$ cat config.mk
export PLATFORM = sky130hd
export DESIGN_NAME = ir_pulse_distance_transmitter_unit
export DESIGN_NICKNAME = d
export VERILOG_FILES = /design/src/rtl/irpdt_pkg.sv /design/src/rtl/ir_pulse_distance_transmitter_unit.sv
export SDC_FILE = /design/constraint.sdc
export NUM_CORES = 1
export LEC_CHECK = 0
export ABC_AREA = 1
export BUFFER_PORTS_ARGS = -buffer_cell sky130_fd_sc_hd__buf_2
export CORE_AREA = 2 2 179 224
export CTS_CLUSTER_SIZE = 20
export DETAILED_ROUTE_END_ITERATION = 6
export DIE_AREA = 0 0 181 226
export HOLD_SLACK_MARGIN = 0.1
export SYNTH_ARGS = -nofsm -noshare
export SYNTH_HDL_FRONTEND = slang
export SYNTH_SLANG_ARGS = --single-unit
$ cat constraint.sdc
create_clock -name clk -period 5 [get_ports clk]
set_input_delay 0.5 -clock clk [delete_from_list [all_inputs] [get_ports clk]]
set_output_delay 0.5 -clock clk [all_outputs]
set_load 0.02 [all_outputs]
$ cat src/rtl/irpdt_pkg.sv
// ----------------------------------------------------------------------------
// irpdt_pkg
// Types and constants shared by the pulse distance IR transmitter.
// ----------------------------------------------------------------------------
package irpdt_pkg;

  localparam int MAX_BITS_DEF             = 64;
  localparam int CARRIER_HALF_TICKS_DEF   = 13;
  localparam int CARRIER_PERIOD_TICKS_DEF = 26;

  localparam int CODE_W  = 64;
  localparam int COUNT_W = 7;
  localparam int TIME_W  = 16;
  localparam int CFG_IDX_W = 4;

  // Register reset values, in microseconds
  localparam logic [TIME_W-1:0] RST_HDR_MARK  = 16'd9000;
  localparam logic [TIME_W-1:0] RST_HDR_SPACE = 16'd4500;
  localparam logic [TIME_W-1:0] RST_ZERO_MARK = 16'd562;
  localparam logic [TIME_W-1:0] RST_ZERO_SPACE = 16'd562;
  localparam logic [TIME_W-1:0] RST_ONE_MARK  = 16'd562;
  localparam logic [TIME_W-1:0] RST_ONE_SPACE = 16'd1687;
  localparam logic [TIME_W-1:0] RST_FTR_MARK  = 16'd562;
  localparam logic [TIME_W-1:0] RST_FTR_SPACE = 16'd0;

  typedef enum logic [CFG_IDX_W-1:0] {
    CFG_HDR_MARK   = 4'd0,
    CFG_HDR_SPACE  = 4'd1,
    CFG_ZERO_MARK  = 4'd2,
    CFG_ZERO_SPACE = 4'd3,
    CFG_ONE_MARK   = 4'd4,
    CFG_ONE_SPACE  = 4'd5,
    CFG_FTR_MARK   = 4'd6,
    CFG_FTR_SPACE  = 4'd7
  } cfg_idx_t;

  typedef enum logic [2:0] {
    PH_IDLE      = 3'd0,
    PH_HDR_MARK  = 3'd1,
    PH_HDR_SPACE = 3'd2,
    PH_BIT_MARK  = 3'd3,
    PH_BIT_SPACE = 3'd4,
    PH_FTR_MARK  = 3'd5,
    PH_FTR_SPACE = 3'd6
  } phase_t;

  localparam logic OP_TICK  = 1'b0;
  localparam logic OP_START = 1'b1;

  typedef struct packed {
    logic               operation;
    logic [CODE_W-1:0]  code_word;
    logic [COUNT_W-1:0] bit_count;
  } in_item_t;

  typedef struct packed {
    logic ir_out;
    logic busy_res;
    logic done_res;
    logic rejected;
  } out_item_t;

endpackage

$ cat src/rtl/ir_pulse_distance_transmitter_unit.sv
// ----------------------------------------------------------------------------
// ir_pulse_distance_transmitter_unit
// Pulse distance IR encoder stepped by one-microsecond tick transfers.
// ----------------------------------------------------------------------------
// Usage: send a start transfer with the code word and bit count, then one tick
// transfer per microsecond. Every input transfer yields exactly one result
// transfer carrying the emitter level for that tick plus busy, done and
// rejected flags. The block takes one transfer per clock when not stalled,
// and each result is registered; a two-entry output (result register plus
// skid) lets it keep accepting while a result waits. Input stall rises
// only when the skid is occupied, or while zero-length segments are being
// skipped (the skip walk checks one segment per clock, so with a fully zero
// bit table the input stays stalled while every segment of the item is passed
// over). With nonzero timings no skip clocks occur. Marks are whole carrier
// periods: the raw microsecond count runs down while the carrier phase
// counter cycles, and the mark ends at the first period boundary after the
// count reaches zero. Timing registers are sampled when a segment begins.
// ----------------------------------------------------------------------------
module ir_pulse_distance_transmitter_unit #(
  parameter int MAX_BITS             = irpdt_pkg::MAX_BITS_DEF,
  parameter int CARRIER_HALF_TICKS   = irpdt_pkg::CARRIER_HALF_TICKS_DEF,
  parameter int CARRIER_PERIOD_TICKS = irpdt_pkg::CARRIER_PERIOD_TICKS_DEF
) (
  input  logic                                clk,
  input  logic                                rst_n,
  // input channel
  input  logic                                in_valid,
  output logic                                in_stall,
  input  irpdt_pkg::in_item_t                 in_data,
  // result channel
  output logic                                out_valid,
  input  logic                                out_stall,
  output irpdt_pkg::out_item_t                out_data,
  // configuration write port
  input  logic                                cfg_we,
  input  logic [irpdt_pkg::CFG_IDX_W-1:0]     cfg_index,
  input  logic [irpdt_pkg::TIME_W-1:0]        cfg_data
);
  import irpdt_pkg::*;

  localparam int BC_W  = $clog2(MAX_BITS + 1);
  localparam int POS_W = (CARRIER_PERIOD_TICKS > 1) ? $clog2(CARRIER_PERIOD_TICKS) : 1;

  // Timing registers
  logic [TIME_W-1:0] hdr_mark_r, hdr_space_r, zero_mark_r, zero_space_r;
  logic [TIME_W-1:0] one_mark_r, one_space_r, ftr_mark_r, ftr_space_r;

  // Sequencer state
  phase_t              phase_r, phase_nxt;
  logic [TIME_W-1:0]   time_r, time_nxt;
  logic [POS_W-1:0]    pos_r, pos_nxt;
  logic [MAX_BITS-1:0] shift_r, shift_nxt;
  logic [BC_W-1:0]     bits_r, bits_nxt;
  // Skip walk: phase_r holds a zero-length segment still to be passed over
  logic                settle_r, settle_nxt;
  logic                pend_tick_r, pend_tick_nxt;
  logic                pend_level_r, pend_level_nxt;

  // Output register and skid
  logic      out_valid_r, skid_valid_r;
  out_item_t out_data_r, skid_data_r;

  logic      in_acc;
  logic      res_vld;
  out_item_t res;

  // Candidate next segment
  logic                do_check, use_after, item_tick, item_level;
  phase_t              aft_phase, cand_phase;
  logic [MAX_BITS-1:0] aft_shift, cand_shift, load_shift;
  logic [BC_W-1:0]     aft_bits, cand_bits, load_bits, aft_bits_dec;
  logic [TIME_W-1:0]   cand_len, time_dec;
  logic                is_mark, pos_wrap;

  assign in_stall  = settle_r | skid_valid_r;
  assign in_acc    = in_valid & ~in_stall;
  assign out_valid = out_valid_r;
  assign out_data  = out_data_r;

  // --------------------------------------------------------------------------
  // Configuration registers; unknown indexes are dropped
  // --------------------------------------------------------------------------
  always_ff @(posedge clk) begin
    if (!rst_n) begin
      hdr_mark_r   <= RST_HDR_MARK;
      hdr_space_r  <= RST_HDR_SPACE;
      zero_mark_r  <= RST_ZERO_MARK;
      zero_space_r <= RST_ZERO_SPACE;
      one_mark_r   <= RST_ONE_MARK;
      one_space_r  <= RST_ONE_SPACE;
      ftr_mark_r   <= RST_FTR_MARK;
      ftr_space_r  <= RST_FTR_SPACE;
    end else if (cfg_we) begin
      case (cfg_index)
        CFG_HDR_MARK:   hdr_mark_r   <= cfg_data;
        CFG_HDR_SPACE:  hdr_space_r  <= cfg_data;
        CFG_ZERO_MARK:  zero_mark_r  <= cfg_data;
        CFG_ZERO_SPACE: zero_space_r <= cfg_data;
        CFG_ONE_MARK:   one_mark_r   <= cfg_data;
        CFG_ONE_SPACE:  one_space_r  <= cfg_data;
        CFG_FTR_MARK:   ftr_mark_r   <= cfg_data;
        CFG_FTR_SPACE:  ftr_space_r  <= cfg_data;
        default: ;
      endcase
    end
  end

  // --------------------------------------------------------------------------
  // Start load: saturate bit count, left-align the used bits
  // --------------------------------------------------------------------------
  always_comb begin
    if (32'(in_data.bit_count) > 32'(MAX_BITS)) begin
      load_bits = BC_W'(MAX_BITS);
    end else begin
      load_bits = BC_W'(in_data.bit_count);
    end
    load_shift = in_data.code_word[MAX_BITS-1:0] << (BC_W'(MAX_BITS) - load_bits);
  end

  // --------------------------------------------------------------------------
  // Segment that follows the current one. A zero footer space goes straight
  // to idle, since idle ends the walk anyway.
  // --------------------------------------------------------------------------
  assign aft_bits_dec = (bits_r != '0) ? bits_r - BC_W'(1) : bits_r;

  always_comb begin
    aft_shift = shift_r;
    aft_bits  = bits_r;
    case (phase_r)
      PH_HDR_MARK:  aft_phase = PH_HDR_SPACE;
      PH_HDR_SPACE: aft_phase = (bits_r != '0) ? PH_BIT_MARK : PH_FTR_MARK;
      PH_BIT_MARK:  aft_phase = PH_BIT_SPACE;
      PH_BIT_SPACE: begin
        aft_shift = shift_r << 1;
        aft_bits  = aft_bits_dec;
        aft_phase = (aft_bits_dec != '0) ? PH_BIT_MARK : PH_FTR_MARK;
      end
      PH_FTR_MARK:  aft_phase = (ftr_space_r != '0) ? PH_FTR_SPACE : PH_IDLE;
      default:      aft_phase = PH_IDLE;
    endcase
  end

  always_comb begin
    if (use_after) begin
      cand_phase = aft_phase;
      cand_shift = aft_shift;
      cand_bits  = aft_bits;
    end else begin
      cand_phase = PH_HDR_MARK;
      cand_shift = load_shift;
      cand_bits  = load_bits;
    end
  end

  // Raw length of the candidate; marks are rounded by the carrier counter
  always_comb begin
    case (cand_phase)
      PH_HDR_MARK:  cand_len = hdr_mark_r;
      PH_HDR_SPACE: cand_len = hdr_space_r;
      PH_BIT_MARK:  cand_len = cand_shift[MAX_BITS-1] ? one_mark_r : zero_mark_r;
      PH_BIT_SPACE: cand_len = cand_shift[MAX_BITS-1] ? one_space_r : zero_space_r;
      PH_FTR_MARK:  cand_len = ftr_mark_r;
      PH_FTR_SPACE: cand_len = ftr_space_r;
      default:      cand_len = '0;
    endcase
  end

  // --------------------------------------------------------------------------
  // Per-transfer step
  // --------------------------------------------------------------------------
  assign is_mark  = (phase_r == PH_HDR_MARK) || (phase_r == PH_BIT_MARK) ||
                    (phase_r == PH_FTR_MARK);
  assign pos_wrap = (pos_r == POS_W'(CARRIER_PERIOD_TICKS - 1));
  assign time_dec = (time_r != '0) ? time_r - TIME_W'(1) : time_r;

  always_comb begin
    phase_nxt      = phase_r;
    time_nxt       = time_r;
    pos_nxt        = pos_r;
    shift_nxt      = shift_r;
    bits_nxt       = bits_r;
    settle_nxt     = settle_r;
    pend_tick_nxt  = pend_tick_r;
    pend_level_nxt = pend_level_r;
    res_vld        = 1'b0;
    res            = '0;
    do_check       = 1'b0;
    use_after      = 1'b0;
    item_tick      = 1'b0;
    item_level     = 1'b0;

    if (settle_r) begin
      // keep walking past zero-length segments
      do_check   = 1'b1;
      use_after  = 1'b1;
      item_tick  = pend_tick_r;
      item_level = pend_level_r;
    end else if (in_acc) begin
      if (in_data.operation == OP_START) begin
        if (phase_r != PH_IDLE) begin
          res_vld      = 1'b1;
          res.rejected = 1'b1;
          res.busy_res = 1'b1;
        end else begin
          do_check = 1'b1;
        end
      end else if (phase_r == PH_IDLE) begin
        res_vld = 1'b1;
      end else begin
        item_tick  = 1'b1;
        item_level = is_mark && (32'(pos_r) < 32'(CARRIER_HALF_TICKS));
        pos_nxt    = pos_wrap ? '0 : pos_r + POS_W'(1);
        time_nxt   = time_dec;
        if (time_dec == '0 && (!is_mark || pos_wrap)) begin
          do_check  = 1'b1;
          use_after = 1'b1;
        end else begin
          res_vld      = 1'b1;
          res.ir_out   = item_level;
          res.busy_res = 1'b1;
        end
      end
    end

    if (do_check) begin
      phase_nxt = cand_phase;
      shift_nxt = cand_shift;
      bits_nxt  = cand_bits;
      pos_nxt   = '0;
      if (cand_phase == PH_IDLE || cand_len != '0) begin
        settle_nxt   = 1'b0;
        time_nxt     = (cand_phase == PH_IDLE) ? '0 : cand_len;
        res_vld      = 1'b1;
        res.ir_out   = item_level;
        res.busy_res = item_tick | (cand_phase != PH_IDLE);
        res.done_res = (cand_phase == PH_IDLE);
      end else begin
        settle_nxt     = 1'b1;
        time_nxt       = '0;
        pend_tick_nxt  = item_tick;
        pend_level_nxt = item_level;
      end
    end
  end

  always_ff @(posedge clk) begin
    if (!rst_n) begin
      phase_r  <= PH_IDLE;
      time_r   <= '0;
      pos_r    <= '0;
      shift_r  <= '0;
      bits_r   <= '0;
      settle_r <= 1'b0;
    end else begin
      phase_r  <= phase_nxt;
      time_r   <= time_nxt;
      pos_r    <= pos_nxt;
      shift_r  <= shift_nxt;
      bits_r   <= bits_nxt;
      settle_r <= settle_nxt;
    end
  end

  always_ff @(posedge clk) begin
    pend_tick_r  <= pend_tick_nxt;
    pend_level_r <= pend_level_nxt;
  end

  // --------------------------------------------------------------------------
  // Result register with skid. A new result only appears while the skid is
  // empty, because the input stalls whenever it is full.
  // --------------------------------------------------------------------------
  always_ff @(posedge clk) begin
    if (!rst_n) begin
      out_valid_r  <= 1'b0;
      skid_valid_r <= 1'b0;
    end else if (!out_valid_r || !out_stall) begin
      if (skid_valid_r) begin
        out_valid_r  <= 1'b1;
        skid_valid_r <= 1'b0;
      end else begin
        out_valid_r <= res_vld;
      end
    end else if (res_vld) begin
      skid_valid_r <= 1'b1;
    end
  end

  always_ff @(posedge clk) begin
    if (!out_valid_r || !out_stall) begin
      out_data_r <= skid_valid_r ? skid_data_r : res;
    end else if (res_vld) begin
      skid_data_r <= res;
    end
  end

  // --------------------------------------------------------------------------
  // Assertions
  // --------------------------------------------------------------------------
  a_skid_behind_out: assert property (@(posedge clk) disable iff (!rst_n)
    skid_valid_r |-> out_valid_r)
    else $error("skid holds a result while the result register is empty");

  a_no_result_on_full_skid: assert property (@(posedge clk) disable iff (!rst_n)
    skid_valid_r |-> !res_vld)
    else $error("result produced while skid is full");

  a_idle_clean: assert property (@(posedge clk) disable iff (!rst_n)
    (phase_r == PH_IDLE) |-> (time_r == '0 && !settle_r))
    else $error("idle phase with pending time or skip walk");

  a_carrier_range: assert property (@(posedge clk) disable iff (!rst_n)
    32'(pos_r) < 32'(CARRIER_PERIOD_TICKS))
    else $error("carrier position out of range");

  a_reject_not_done: assert property (@(posedge clk) disable iff (!rst_n)
    (out_valid_r && out_data_r.rejected) |-> (out_data_r.busy_res && !out_data_r.done_res))
    else $error("rejected start reported as done");

endmodule
Word level (Yosys, flattened, before mapping):

Index checks and enable logic that the tools add are counted.

* $add $sub $neg: 4
* shift operators: 1
* reductions and logical operators: 37
* magnitude comparators: 2
* bitwise logic cells: 10
* equal/unequal tests: 23
* muxes and demuxes: 62

Operator list (count)
* $mux W16: 10
* $mux W64: 2
* $pmux W16 S6: 1
* $shl A64 B7 Y64: 1
* $reduce_bool A16 Y1: 3
* $mux W1: 32
* $mux W7: 4
* $reduce_and A2 Y1: 11
* $mux W3: 6
* $eq A4 B3 Y1 const B: 4
* $logic_not A16 Y1: 1
* $sub A16 B1 Y16 const B: 1
* $eq A3 B3 Y1 const B: 5
* $pmux W3 S5: 1
* $reduce_bool A7 Y1: 2
* $eq A3 B2 Y1 const B: 4
* $eq A4 B2 Y1 const B: 2
* $mux W2: 4
* $reduce_and A4 Y1: 2
* $gt A7 B7 Y1 const B: 1
* $not A1 Y1: 7
* $sub A7 B1 Y7 const B: 1
* $sub A7 B7 Y7 const A: 1
* $eq A3 B1 Y1 const B: 2
* other kinds (18): 31

* input port bits: 97
* output and inout port bits: 6
* word-level logic and storage cells: 166
* bits in registers: 236

Depth between registers and ports, before layout:

* depth in word-level cells: 19
* depth in mapped cells: 31
* mapped depth without buffers: 30

Worst setup path after synthesis:

OpenSTA, ideal clock, no wires.

* path type: in2reg
* start: input in_data[0] (netlist name)
* end: register skid_data_r[0] (netlist name) (enable)
* cell stages on the path: 27
* data required time: 4.661 ns
* buffers on the path: 9
* library setup time: 0.339 ns
* slack: 0.322 ns
* arrival: 4.338 ns
* cell sequence: clkbuf_1 -> nand2_1 -> buf_2 -> clkbuf_1 -> clkbuf_1 -> buf_2 -> ha_1 -> clkbuf_1 -> clkinv_1 -> clkbuf_1 -> nand2_1 -> nand3_1 -> nand3_1 -> nand3_1 -> nand3_1 -> nand3_2 -> buf_2 -> buf_4 -> nand3b_1 -> nand3_1 -> nand3_1 -> nor2_1 -> nand3_1 -> nor2_2 -> nand2_2 -> nand2_4 -> a21oi_1

* word-level cells in the longest chain between the ends: 12
* elaborated cells on any way between the ends: 13
* those cells by class: add/sub (1); order compare (1); shift (1); mux (7); reduce/logical (3)

Ends and longest elaborated chain
* start: declaration: RTL line ir_pulse_distance_transmitter_unit.sv:29 `input irpdt_pkg::in_item_t in_data,`
* $gt A7 B7 Y1: RTL line ir_pulse_distance_transmitter_unit.sv:112 `if (32'(in_data.bit_count) > 32'(MAX_BITS)) begin`
* $mux W7 *: RTL line ir_pulse_distance_transmitter_unit.sv:112
* $sub A7 B7 Y7 *: RTL line ir_pulse_distance_transmitter_unit.sv:117 `load_shift = in_data.code_word[MAX_BITS-1:0] << (BC_W'(MAX_BITS) - load_bits);`
* $shl A64 B7 Y64 *: RTL line ir_pulse_distance_transmitter_unit.sv:117
* $mux W64 *: RTL line ir_pulse_distance_transmitter_unit.sv:144 `if (use_after) begin`
* $mux W16, on equally long branches: RTL line ir_pulse_distance_transmitter_unit.sv:161, ir_pulse_distance_transmitter_unit.sv:160
* $pmux W16 S6 *: RTL line ir_pulse_distance_transmitter_unit.sv:157 `case (cand_phase)`
* $reduce_bool A16 Y1 *: RTL line ir_pulse_distance_transmitter_unit.sv:230 `if (cand_phase == PH_IDLE || cand_len != '0) begin`
* $logic_or A1 B1 Y1 *: RTL line ir_pulse_distance_transmitter_unit.sv:230
* $mux W1 *: RTL line ir_pulse_distance_transmitter_unit.sv:230
* $mux W1 *: RTL line ir_pulse_distance_transmitter_unit.sv:225 `if (do_check) begin`
* $reduce_and A2 Y1 (no line) *
* end signal: assignment: RTL line ir_pulse_distance_transmitter_unit.sv:293 `skid_data_r <= res;`
* end: declaration: RTL line ir_pulse_distance_transmitter_unit.sv:61 `out_item_t out_data_r, skid_data_r;`

Every way passes the cells marked *; elsewhere a longest branch is shown, timed or not.
A chain may end at the register's enable or synchronous reset.

Final worst setup path:

* start: register time_r[0]
* end: register shift_r[30]

* word-level cells in the longest chain between the ends: 11
* elaborated cells on any way between the ends: 16
* those cells by class: add/sub (1); eq/ne (1); mux (10); reduce/logical (4)

Ends and longest elaborated chain
* start: declaration: RTL line ir_pulse_distance_transmitter_unit.sv:50 `logic [TIME_W-1:0] time_r, time_nxt;`
* start signal: assignment: RTL line ir_pulse_distance_transmitter_unit.sv:256 `time_r <= time_nxt;`
* $sub A16 B1 Y16 or $reduce_bool A16 Y1 (tied branches): RTL line ir_pulse_distance_transmitter_unit.sv:174 `assign time_dec = (time_r != '0) ? time_r - TIME_W'(1) : time_r;`
* $mux W16 *: RTL line ir_pulse_distance_transmitter_unit.sv:174
* $logic_not A16 Y1 *: RTL line ir_pulse_distance_transmitter_unit.sv:214 `if (time_dec == '0 && (!is_mark || pos_wrap)) begin`
* $logic_and A1 B1 Y1 *: RTL line ir_pulse_distance_transmitter_unit.sv:214
* $mux W1 *: RTL line ir_pulse_distance_transmitter_unit.sv:214
* $mux W1 *: RTL line ir_pulse_distance_transmitter_unit.sv:207 `end else if (phase_r == PH_IDLE) begin`
* $mux W1: RTL line ir_pulse_distance_transmitter_unit.sv:199 `if (in_data.operation == OP_START) begin`
* $mux W1: RTL line ir_pulse_distance_transmitter_unit.sv:198 `end else if (in_acc) begin`
* $mux W1: RTL line ir_pulse_distance_transmitter_unit.sv:192 `if (settle_r) begin`
* $ne A2 B1 Y1 (no line)
* $reduce_and A2 Y1 (no line)
* end signal: assignment: RTL line ir_pulse_distance_transmitter_unit.sv:258 `shift_r <= shift_nxt;`
* end: declaration: RTL line ir_pulse_distance_transmitter_unit.sv:52 `logic [MAX_BITS-1:0] shift_r, shift_nxt;`

Marks and branches as above.

==> results.yml <==
synth:
  synth_seq_cells: 236
  synthCells: 2497
  synth_area_sq_um: 15300
  ys_async_sr_fraction_pct: 0
  yosys.area.top_type: "dfxtp_1"
  yosysSeqAreaShare_pct: 31.5
  syn_avg_cell_area_sq_um: 6.14
  synth_nets: 2600
  synth_ff_type: "dfxtp_1"
  synthTopCellsByArea: "dfxtp_1 (30%), nand2_1 (14%), o21ai_0 (12%)"
  yosys_warnings: 0
  synth_most_common_cell: "nand2_1"
  ys_types: 47
  synthTopCellsByCount: "nand2_1 (583), o21ai_0 (369), nor2_1 (271)"
  synth_edf_count: 10
  synth.top_cell.area_share_pct: 29.5
floorplanning:
  dieArea_sq_um: 40900
  fp.coreArea_sq_um: 38900
  io_pins: 103
  die_w_um: 181
  die_h_um: 226
  start_util_pct: 39.4
  row_count: 81
setup_path:
  worstPathArrival_ns: 4.81
  cp_slowest_cell: "buf_4"
  cpPeakStageDelay_ns: 0.62
  crit_fanout: 71
  start_kind: "register"
  rr_endpoint: "shift_r[30]$_SDFFE_PN0P_"
  reg2reg_depth: 20
  crit_chain: "inv_2 -> ha_1 -> nand2_2 -> nor2_4 -> nand2_4 -> o21ai_1 -> nand3_2 -> nor2_2 -> nand2_2 -> nor2_4 -> nand3_2 -> nand2_2 -> buf_4 -> buf_4 -> nand2_1 -> nand2_1 -> inv_2 -> buf_4 -> o21ai_0 -> a21oi_1"
  critPathLaunch: "time_r[0]$_SDFFE_PN0P_"
  r2r_slack_ns: 0.65
  critPathKind: "reg2reg"
  end_kind: "register"
  worstPathRequired_ns: 5.46
  r2r-start: "time_r[0]$_SDFFE_PN0P_"
sta:
  finClkSkew_ns: 0.0215
  fin_tns_setup_ns: 0
  setup_violations: 0
  worst_slew_pin_slew_ns: 1.16
  finalHoldViolCount: 0
  hold_slack_ns: 0.267
  slew_viol_final: 0
  period_needed_ns: 4.35
  rsz0062_at_grt: "no"
  slew-limit-headroom_pct: 22.1
  fmax_mhz: 230
  finalWorstSetupSlack_ns: 0.647
  fin_crit_sh_pct: 87.1
worst_hold_path:
  min_to: "bits_r[6]$_SDFFE_PN0P_"
  hp-class: "in2reg"
  hold_depth: 3
  worstHoldStart: "in_data[6]"
routing:
  wl_per_cell_um: 17.3
  dr.pass1.iters: 6
  drc: 0
  drt-total-wl_um: 52100
  viasPerCell: 5.50
  drt_iter0_drc: 1245
  drtAntennaViolNets: 0
  num_vias: 16500
clock_network:
  cts_made_buffers: 28
  cts_tree: "done"
  ctsHtreeMaxLevel: 1
  postCtsSetupRepairBufs: 0
  cts_resized: 0
  clk_latency_ns: 0.58
  cts.sinks: 236
  cts_hold_buf: 0
  path_clk_slew_ns: 0.06
  clk_path_buf_depth: 3
  cts_root_buf: "clkbuf_16"
final_layout:
  antenna_cells: 0
  layout-drive-gt1-share_pct: 9.73
  syn_to_final_growth_pct: 11.0
  fin_area_sq_um: 17000
  nets: 2589
  final_util_pct: 43.7
  fillers: 4263
placed_design:
  port_buffers: 102
  place_area_sq_um: 16100
  hpwlAfterDp_um: 38000
  gp_congestion: 0.965
  place_ws_ns: 0.568
power_and_ir_drop:
  ir_worst_vdd_mv: 0.269
  p_leak_nw: 7.58
  p_per_area_nw_per_um2: 329
run_status:
  status: "finished, final reports clean"
grt:
  antenna_found_initial: 0
  grt_pass1_wl_um: 82300
  track_usage_pct: 24.9
  grt_pass1_vias: 15600
  overflow: 0
  grt_max_degree: 104
flow_run:
  max-cap-violations: 0
==> cells by family (layout without fill, tap and decap cells) <==
kind of cell               Yosys count  in the layout  synth area share (%)
buffers and inverters              394            405                  10.3
and+or+nand+nor                   1191           1191                  33.3
xor gates and xnor gates            11             11                 0.628
AOI/OAI and AO/OA                  655            655                  23.5
DFF                                236            236                  31.5
muxes                                4              4                 0.261
adders and majority gates            6              6                 0.490
==> stage by stage <==
| step | power, mW | instances |
|---|---|---|
| floorplan | 3.12 | 2497 |
| global placement | 3.55 | 2954 |
| detailed placement | 3.56 | 2954 |
| CTS | 5.63 | 3006 |
| global route | 5.90 | 3006 |
| finish | 5.60 | 3006 |
==> worst max-delay path by stage <==
stage | cells after the start | end
final | 20 | shift_r[30]$_SDFFE_PN0P_
after global routing | 20 | shift_r[14]$_SDFFE_PN0P_
after CTS | 20 | shift_r[29]$_SDFFE_PN0P_
after detailed placement | 24 | skid_data_r[1]$_DFFE_PP_
after global placement | 22 | skid_data_r[1]$_DFFE_PP_
after floorplan | 27 | skid_data_r[0]$_DFFE_PP_
==> critical path: cells and delay by family, from the launching register on <==
kind / cells / cell delay (ns)
compound gates: 3 / 0.40
fa+ha+maj: 1 / 0.31
buf+inv: 5 / 1.60
flops: 1 / 0.33
simple gates: 11 / 1.58
==> routing by layer <==
layer | routed length [um] | global-route usage, % | vias to the layer above | share of wire, %
li1 | - | - | 8313 | -
met1 | 20500 | 27.2 | 7607 | 39
met2 | 26300 | 46.4 | 449 | 50
met3 | 2130 | 2.31 | 161 | 4.1
met4 | 3250 | 15.4 | 0 | 6.2
met5 | 0 | 0 | - | 0
==> report_power, final <==
group          switching, mW  leakage [nW]  internal (mW)
Clock                  0.860         0.461           1.20
Sequential            0.0547          1.94           1.98
Combinational           1.06          5.18          0.456
==> cell type report <==
type | instances | area [sq um] | area share (%)
Timing Repair Buffer | 142 | 863 | 5.07
Multi-Input combinational cell | 1867 | 8980 | 52.7
Clock inverter | 10 | 116 | 0.684
Tap cell | 498 | 623 | 3.66
Inverter | 211 | 792 | 4.65
Sequential cell | 236 | 4820 | 28.3
Clock buffer | 42 | 823 | 4.84
==> sequential cells by signal (all words and copies together) (netlist names) <==
name / count
skid_data_r: 4
time_r: 16
hdr_mark_r: 16
bits_r: 7
pend_level_r: 1
ftr_space_r: 16
pos_r: 5
out_data: 4
zero_space_r: 16
shift_r: 64
zero_mark_r: 16
ftr_mark_r: 16
one_mark_r: 16
hdr_space_r: 16
phase_r: 3
pend_tick_r: 1
out_valid: 1
one_space_r: 16
skid_valid_r: 1
settle_r: 1
==> placed cells by master, fill, tap and decap left out, drive strengths merged, types with 6 or more instances in the layout <==
cell / netlist / routed
a21oi: 138 / 138
a31oi: 59 / 59
a32oi: 32 / 32
buf: 40 / 142
clkbuf: 143 / 42
clkinv: 3 / 9
dfxtp: 226 / 226
edfxtp: 10 / 10
ha: 6 / 6
inv: 208 / 211
nand2: 596 / 596
nand3: 246 / 246
nand3b: 36 / 36
nand4: 13 / 13
nor2: 284 / 284
nor3: 8 / 8
o211ai: 23 / 23
o21a: 6 / 6
o21ai: 378 / 378
o22ai: 8 / 8
or2: 6 / 6
xor2: 10 / 10
(Power assumes the default switching activity.)
